### config.mk
export PLATFORM = sky130hd
export DESIGN_NAME = touch_swipe_detector
export DESIGN_NICKNAME = d
export VERILOG_FILES = /design/src/hw/rtl/tsd_pkg.sv /design/src/hw/rtl/tsd_step.sv /design/src/hw/rtl/touch_swipe_detector.sv
export SDC_FILE = /design/constraint.sdc
export NUM_CORES = 1
export LEC_CHECK = 0
export ABC_AREA = 1
export BUFFER_PORTS_ARGS = -buffer_cell sky130_fd_sc_hd__buf_2
export CORE_MARGIN = 2
export CORE_UTILIZATION = 30
export DETAILED_ROUTE_END_ITERATION = 8
export PLACE_DENSITY = 0.51
export SETUP_SLACK_MARGIN = 0.1
export SYNTH_ARGS = -nofsm -noshare
export SYNTH_HDL_FRONTEND = slang
export SYNTH_HIERARCHICAL = 1
export SYNTH_SLANG_ARGS = --single-unit
export TNS_END_PERCENT = 1
### constraint.sdc
create_clock -name clk -period 20 [get_ports clk]
set_input_delay 0 -clock clk [delete_from_list [all_inputs] [get_ports clk]]
set_output_delay 0 -clock clk [all_outputs]
set_load 0.005 [all_outputs]
### src/hw/rtl/tsd_pkg.sv
// tsd_pkg: shared types, codes and constants for the touch swipe detector.
// Used by tsd_step, touch_swipe_detector and tsd_checker; no dependencies.

package tsd_pkg;

	localparam int unsigned MAX_FINGERS_DEF = 10;
	localparam int unsigned CFG_IDX_W       = 2;
	localparam int unsigned CFG_DATA_W      = 32;

	localparam logic [14:0] TAN20_Q16 = 15'd23853;

	localparam logic [15:0] MIN_TRAVEL_RST   = 16'd1280;
	localparam logic [15:0] DRIFT_ALLOW_RST  = 16'd256;
	localparam logic [31:0] MAX_DURATION_RST = 32'd500000000;

	localparam logic [3:0] DIR_LEFT  = 4'b0001;
	localparam logic [3:0] DIR_RIGHT = 4'b0010;
	localparam logic [3:0] DIR_UP    = 4'b0100;
	localparam logic [3:0] DIR_DOWN  = 4'b1000;
	localparam logic [3:0] DIR_ALL   = 4'b1111;
	localparam logic [3:0] FINGERS_MAX = 4'd15;

	typedef enum logic [1:0] {
		OP_DOWN   = 2'd0,
		OP_UP     = 2'd1,
		OP_MOVE   = 2'd2,
		OP_UPDATE = 2'd3
	} op_t;

	typedef enum logic [CFG_IDX_W-1:0] {
		CFG_MIN_TRAVEL   = 2'd0,
		CFG_DRIFT_ALLOW  = 2'd1,
		CFG_MAX_DURATION = 2'd2
	} cfg_idx_t;

	typedef struct packed {
		logic [15:0] min_travel;
		logic [15:0] drift_allowance;
		logic [31:0] max_duration;
	} cfg_t;

	typedef struct packed {
		logic [1:0]  op;
		logic [3:0]  finger_index;
		logic [15:0] cur_x;
		logic [15:0] cur_y;
		logic [15:0] prev_x;
		logic [15:0] prev_y;
		logic [15:0] origin_x;
		logic [15:0] origin_y;
		logic        is_moving;
		logic [31:0] elapsed_ns;
	} item_t;

	typedef struct packed {
		logic [3:0] active_fingers;
		logic       gesture_done;
		logic       swipe_seen;
		logic [3:0] candidate_dirs;
	} state_t;

	typedef struct packed {
		logic        accepted;
		logic        swipe_found;
		logic [3:0]  swipe_dirs;
		logic [15:0] start_x;
		logic [15:0] start_y;
		logic [15:0] end_x;
		logic [15:0] end_y;
		logic [3:0]  finger_count;
	} result_t;

endpackage

### src/hw/rtl/tsd_step.sv
// tsd_step: per-event decision logic, purely combinational.
// Takes the registered event, gesture state and config; depends on tsd_pkg.

module tsd_step import tsd_pkg::*; #(
	parameter int unsigned MAX_FINGERS = MAX_FINGERS_DEF
) (
	input  item_t   item,
	input  state_t  st,
	input  cfg_t    cfg,
	output state_t  st_nxt,
	output result_t res
);

	localparam logic [3:0] MaxIdx = 4'(MAX_FINGERS);

	logic [15:0] dx, dy;
	logic [30:0] tx_prod, ty_prod;
	logic [32:0] rhs_y, rhs_x;
	logic        ybad, xbad;
	logic [3:0]  step_mask, dirs1, dirs2;
	logic        seen_hit;
	logic        move_ok;
	logic [3:0]  af_inc, af_dec;
	op_t         op;

	assign op = op_t'(item.op);

	assign dx = (item.cur_x > item.origin_x) ? item.cur_x - item.origin_x
	                                         : item.origin_x - item.cur_x;
	assign dy = (item.cur_y > item.origin_y) ? item.cur_y - item.origin_y
	                                         : item.origin_y - item.cur_y;

	// drift * 2^16 > travel * tan20 + allowance * 2^16
	assign ty_prod = 31'(dx * TAN20_Q16);
	assign tx_prod = 31'(dy * TAN20_Q16);
	assign rhs_y   = {2'b0, ty_prod} + {1'b0, cfg.drift_allowance, 16'b0};
	assign rhs_x   = {2'b0, tx_prod} + {1'b0, cfg.drift_allowance, 16'b0};
	assign ybad    = {1'b0, dy, 16'b0} > rhs_y;
	assign xbad    = {1'b0, dx, 16'b0} > rhs_x;

	// steps against a direction remove it
	always_comb begin
		step_mask = DIR_ALL;
		if (item.cur_x > item.prev_x)
			step_mask = step_mask & ~DIR_LEFT;
		else if (item.cur_x < item.prev_x)
			step_mask = step_mask & ~DIR_RIGHT;
		if (item.cur_y > item.prev_y)
			step_mask = step_mask & ~DIR_UP;
		else if (item.cur_y < item.prev_y)
			step_mask = step_mask & ~DIR_DOWN;
	end

	assign dirs1 = st.candidate_dirs & step_mask;
	assign dirs2 = dirs1 & ~{xbad, xbad, ybad, ybad};
	assign seen_hit = ((dirs1[0] | dirs1[1]) & ~ybad & (dx > cfg.min_travel)) |
	                  ((dirs1[2] | dirs1[3]) & ~xbad & (dy > cfg.min_travel));

	assign move_ok = (item.finger_index < st.active_fingers) & ~st.gesture_done &
	                 item.is_moving;

	assign af_inc = (st.active_fingers < FINGERS_MAX) ? st.active_fingers + 4'd1
	                                                  : st.active_fingers;
	assign af_dec = (st.active_fingers != 4'd0) ? st.active_fingers - 4'd1
	                                            : st.active_fingers;

	always_comb begin
		st_nxt = st;
		res    = '0;
		if (item.finger_index < MaxIdx) begin
			case (op)
				OP_DOWN: begin
					st_nxt.active_fingers = af_inc;
					if (af_inc <= 4'd1) begin
						st_nxt.gesture_done   = 1'b0;
						st_nxt.swipe_seen     = 1'b0;
						st_nxt.candidate_dirs = DIR_ALL;
					end
					res.accepted = 1'b1;
				end
				OP_UP: begin
					st_nxt.active_fingers = af_dec;
					if (!st.gesture_done) begin
						st_nxt.gesture_done = 1'b1;
						if (st.swipe_seen && st.candidate_dirs != 4'd0 &&
						    item.elapsed_ns <= cfg.max_duration) begin
							res.accepted     = 1'b1;
							res.swipe_found  = 1'b1;
							res.swipe_dirs   = st.candidate_dirs;
							res.start_x      = item.origin_x;
							res.start_y      = item.origin_y;
							res.end_x        = item.cur_x;
							res.end_y        = item.cur_y;
							res.finger_count = af_dec + 4'd1;
						end
					end
				end
				OP_MOVE, OP_UPDATE: begin
					if (op == OP_UPDATE && st.gesture_done) begin
						res.accepted = 1'b1;
					end else if (move_ok) begin
						if (dirs1 == 4'd0) begin
							st_nxt.candidate_dirs = dirs1;
							st_nxt.gesture_done   = 1'b1;
						end else begin
							st_nxt.candidate_dirs = dirs2;
							st_nxt.swipe_seen     = st.swipe_seen | seen_hit;
							st_nxt.gesture_done   = (dirs2 == 4'd0);
							res.accepted          = (dirs2 != 4'd0);
						end
					end
				end
				default: begin
					st_nxt = st;
				end
			endcase
		end
	end

endmodule

### src/hw/rtl/touch_swipe_detector.sv
// touch_swipe_detector: top level, request registers, gesture state and config.
// Depends on tsd_pkg and tsd_step.

// Swipe recognizer for a stream of touch events. Each accepted event gives
// exactly one result. An event is taken into an input register, decided by
// one pass of compare and constant-multiply logic against the gesture state,
// and the result lands in an output register. out_valid rises when the event
// moves from the input register to the output register, which waits while a
// stalled result is held there. One event per cycle is sustained while the
// output side takes results. in_stall rises only while the output register
// holds a stalled result and the input register is full. Configuration is
// written through wr_en/wr_index/wr_data and should only change while idle.

module touch_swipe_detector import tsd_pkg::*; #(
	parameter int unsigned MAX_FINGERS = MAX_FINGERS_DEF
) (
	input  logic                  clk,
	input  logic                  arst_n,
	input  logic                  wr_en,
	input  logic [CFG_IDX_W-1:0]  wr_index,
	input  logic [CFG_DATA_W-1:0] wr_data,
	input  logic                  in_valid,
	output logic                  in_stall,
	input  logic [1:0]            op,
	input  logic [3:0]            finger_index,
	input  logic [15:0]           cur_x,
	input  logic [15:0]           cur_y,
	input  logic [15:0]           prev_x,
	input  logic [15:0]           prev_y,
	input  logic [15:0]           origin_x,
	input  logic [15:0]           origin_y,
	input  logic                  is_moving,
	input  logic [31:0]           elapsed_ns,
	output logic                  out_valid,
	input  logic                  out_stall,
	output logic                  accepted,
	output logic                  swipe_found,
	output logic [3:0]            swipe_dirs,
	output logic [15:0]           start_x,
	output logic [15:0]           start_y,
	output logic [15:0]           end_x,
	output logic [15:0]           end_y,
	output logic [3:0]            finger_count
);

	cfg_t    cfg_q;
	state_t  st_q, st_nxt;
	item_t   item_s1;
	logic    valid_s1;
	result_t res, res_s2;
	logic    valid_s2;
	logic    adv, in_acc;

	assign adv      = valid_s1 & (~valid_s2 | ~out_stall);
	assign in_stall = valid_s1 & ~adv;
	assign in_acc   = in_valid & ~in_stall;

	always_ff @(posedge clk or negedge arst_n) begin
		if (!arst_n) begin
			cfg_q.min_travel      <= MIN_TRAVEL_RST;
			cfg_q.drift_allowance <= DRIFT_ALLOW_RST;
			cfg_q.max_duration    <= MAX_DURATION_RST;
		end else if (wr_en) begin
			case (cfg_idx_t'(wr_index))
				CFG_MIN_TRAVEL:   cfg_q.min_travel      <= wr_data[15:0];
				CFG_DRIFT_ALLOW:  cfg_q.drift_allowance <= wr_data[15:0];
				CFG_MAX_DURATION: cfg_q.max_duration    <= wr_data[31:0];
				default:          cfg_q                 <= cfg_q;
			endcase
		end
	end

	always_ff @(posedge clk or negedge arst_n) begin
		if (!arst_n) begin
			valid_s1 <= 1'b0;
			valid_s2 <= 1'b0;
			st_q     <= '{active_fingers: 4'd0, gesture_done: 1'b0,
			              swipe_seen: 1'b0, candidate_dirs: DIR_ALL};
		end else begin
			if (in_acc)
				valid_s1 <= 1'b1;
			else if (adv)
				valid_s1 <= 1'b0;
			if (adv) begin
				valid_s2 <= 1'b1;
				st_q     <= st_nxt;
			end else if (!out_stall) begin
				valid_s2 <= 1'b0;
			end
		end
	end

	always_ff @(posedge clk) begin
		if (in_acc) begin
			item_s1 <= '{op: op, finger_index: finger_index, cur_x: cur_x,
			             cur_y: cur_y, prev_x: prev_x, prev_y: prev_y,
			             origin_x: origin_x, origin_y: origin_y,
			             is_moving: is_moving, elapsed_ns: elapsed_ns};
		end
		if (adv)
			res_s2 <= res;
	end

	tsd_step #(
		.MAX_FINGERS(MAX_FINGERS)
	) u_step (
		.item   (item_s1),
		.st     (st_q),
		.cfg    (cfg_q),
		.st_nxt (st_nxt),
		.res    (res)
	);

	assign out_valid    = valid_s2;
	assign accepted     = res_s2.accepted;
	assign swipe_found  = res_s2.swipe_found;
	assign swipe_dirs   = res_s2.swipe_dirs;
	assign start_x      = res_s2.start_x;
	assign start_y      = res_s2.start_y;
	assign end_x        = res_s2.end_x;
	assign end_y        = res_s2.end_y;
	assign finger_count = res_s2.finger_count;

endmodule

==> impl_metrics.toml <==
[placed_design]
io_buffers = 249
dpl_cell_area_um2 = 30000
dpl.hpwl_um = 64700
dpl_worst_slack_ns = 9.04
finalWeightedCongestion = 0.889

[worst_setup_path]
worstPathRequired_ns = 20.52
path_max_fanout = 16
cp_num_buf_inv = 6
worstSetupEndpointType = "flop"
reg2reg_from = "item_s1[113]$_DFFE_PP_"
reg2regPathDepth = 56
slowest_stage = "fa_1"
critPathKind = "flop to flop"
r2r_end = "st_q[4]$_DFFE_PN0P_"
cp-start-kind = "flop"
reg2reg_slack_ns = 9.06
cp.arrival_ns = 11.45
critPathMostFrequentCell = "nand2_1"
max_stage_delay_ns = 0.56
path_delay_family = "adder cells"

[synthesis]
yosysSeqAreaShare_pct = 29.9
synth.top_cell.area_share_pct = 22.9
ys_seq_elements = 285
synth_nets = 3835
synth_edf_count = 209
yosysUniqueCellTypes = 64
synthesis.area_um2 = 27400
ys.flop_type = "edfxtp_1"
synth_top_area_cell = "edfxtp_1"
async_flop_share_pct = 26.7
syn_avg_cell_area_um2 = 9.11
synth_warnings = 6
syn_inst = 3008
synth_area_leaders = "edfxtp_1 (23%), ha_1 (21%), fa_1 (15%), inv_1 (9.2%), nand2_1 (6.7%)"

[final_layout]
diodes = 0
drive_gt1_share_pct = 11.6
final_nets = 4257
final_area_um2 = 32800
area_growth_pct = 19.6

[clocking]
cts_root_buf = "clkbuf_16"
cts_tree = "done"
cts_buffer_depth = 3
insertion_delay_ns = 0.58
path_clk_slew_ns = 0.07
cts-resized-gates = 0
cts_sinks = 285
htreeDepth = 1
ctsHoldBuffers = 175
cts_setup_buffers = 0
numCtsBuffers = 30

[flow_run]
maxCapViolCount = 0

[sta]
finClkSkew_ns = 0.0165
setup_ws_ns = 9.06
hold_ws_ns = 0.0323
fin_tns_setup_ns = 0
setup_viol = 0
min_period_ns = 10.94
drv_slew = 0
clock.fmax_mhz = 91.4
rsz0062_at_grt = "no"
relSlewSlack_pct = 28.4
post-route-period-util_pct = 54.7
finalHoldViolCount = 0
max_slew.worst_pin.slew_ns = 1.07

[die]
start_util_pct = 30.4
core-area_um2 = 90300
rows = 110
ios = 250
die_w_um = 306
die_y_um = 306
dieArea_um2 = 93800

[route]
routed_via_density = 4.61
drt_wl_total_um = 79200
via_count = 21400
first_iter_violations = 1260
dr.pass1.iters = 5
ant_nets = 0
drcViolationCount = 0
wl_per_cell_um = 17.1

[min_path]
hold_path.class = "input port to asynchronous set/reset pin"

[global_routing]
antenna_found_initial = 1
grt-ovfl-total = 0
grt_pass1_wl_um = 125000
grt_usage_pct = 17.0
grt_pass1_vias = 22600
grt_max_degree = 74

[status]
outcome = "complete, no violations"
Yosys cell counts, types with 20 or more instances:
master / n
nand4_1: 78
nand3_1: 99
a21oi_1: 159
edfxtp_1: 209
buf_2: 20
nor2_1: 181
fa_1: 200
dfrtp_1: 56
xor2_1: 49
o21ai_0: 66
inv_1: 674
xnor2_1: 37
nand2_1: 488
dfstp_2: 20
ha_1: 453
nand2_2: 23
layout make-up:
class | count | area (µm²)
timing repair buffer | 433 | 3070
clock inverter | 19 | 224
tap | 1176 | 1470
multi-input combinational | 1993 | 16400
sequential | 285 | 8200
fill | 9256 | 57500
clock buffer | 37 | 797
inverter | 687 | 2590
layout by cell type, fill, tap and decap left out, types with 98 or more instances in the layout:
master,count
a21oi_1,159
buf_2,248
dlygate4sd3_1,175
edfxtp_1,209
fa_1,200
ha_1,453
inv_1,672
nand2_1,488
nand3_1,98
nor2_1,181
per-layer routing:
layer / track usage, % / part of all wire, %
met3: 1.49 / 3.7
met5: 0 / 0.0088
met2: 29.5 / 48
met4: 5.46 / 3.3
met1: 22.2 / 45
flip-flops by register name (all words and copies together), names as in the netlist:
register,cells
start_y,16
end_x,16
item_s1,135
st_q,10
swipe_dirs,4
end_y,16
out_valid,1
valid_s1,1
cfg_q,64
finger_count,4
swipe_found,1
start_x,16
accepted,1
how the worst max path moves through the flow:
stage                                      start             endpoint  slack [ns]  cells after the start
final                     item_s1[113]$_DFFE_PP_  st_q[4]$_DFFE_PN0P_        9.06                     56
after global routing      item_s1[113]$_DFFE_PP_  st_q[4]$_DFFE_PN0P_        8.11                     56
after CTS                 item_s1[113]$_DFFE_PP_  st_q[4]$_DFFE_PN0P_        8.96                     56
after detailed placement  item_s1[113]$_DFFE_PP_  st_q[4]$_DFFE_PN0P_        9.04                     56
after global placement     item_s1[49]$_DFFE_PP_  st_q[4]$_DFFE_PN0P_        9.05                     55
after floorplan            item_s1[33]$_DFFE_PP_  st_q[4]$_DFFE_PN0P_       10.76                     66
per-stage QoR:
| step | util [%] | cells |
|---|---|---|
| after floorplan | - | 3008 |
| after global placement | 33.2 | 4399 |
| after detailed placement | 33.2 | 4399 |
| after CTS | 36.3 | 4630 |
| after global routing | 36.3 | 4630 |
| final | 36.3 | 4630 |
worst register-to-register path, delay by kind of cell, from the launching register on:
family | cells | cell delay [ns]
fa+ha+maj | 10 | 4.43
simple gates | 30 | 2.91
compound gates | 8 | 1.74
buf+inv | 6 | 0.76
xor+xnor | 2 | 0.68
flops | 1 | 0.36
cells by family (layout without fill, tap and decap cells):
kind of cell               after synthesis  in the layout  share of synthesized area [%]
muxes                                    1              1                         0.0365
xor gates and xnor gates                86             86                           2.75
buffers and inverters                  730           1176                           10.2
AOI/OAI and AO/OA                      329            329                           7.05
adders and majority gates              653            653                           35.3
and+or+nand+nor                        924            924                           14.7
DFF                                    285            285                           29.9
Power is not shown: default switching activity piles up to over one toggle a cycle in this logic, so the estimate is an artifact.
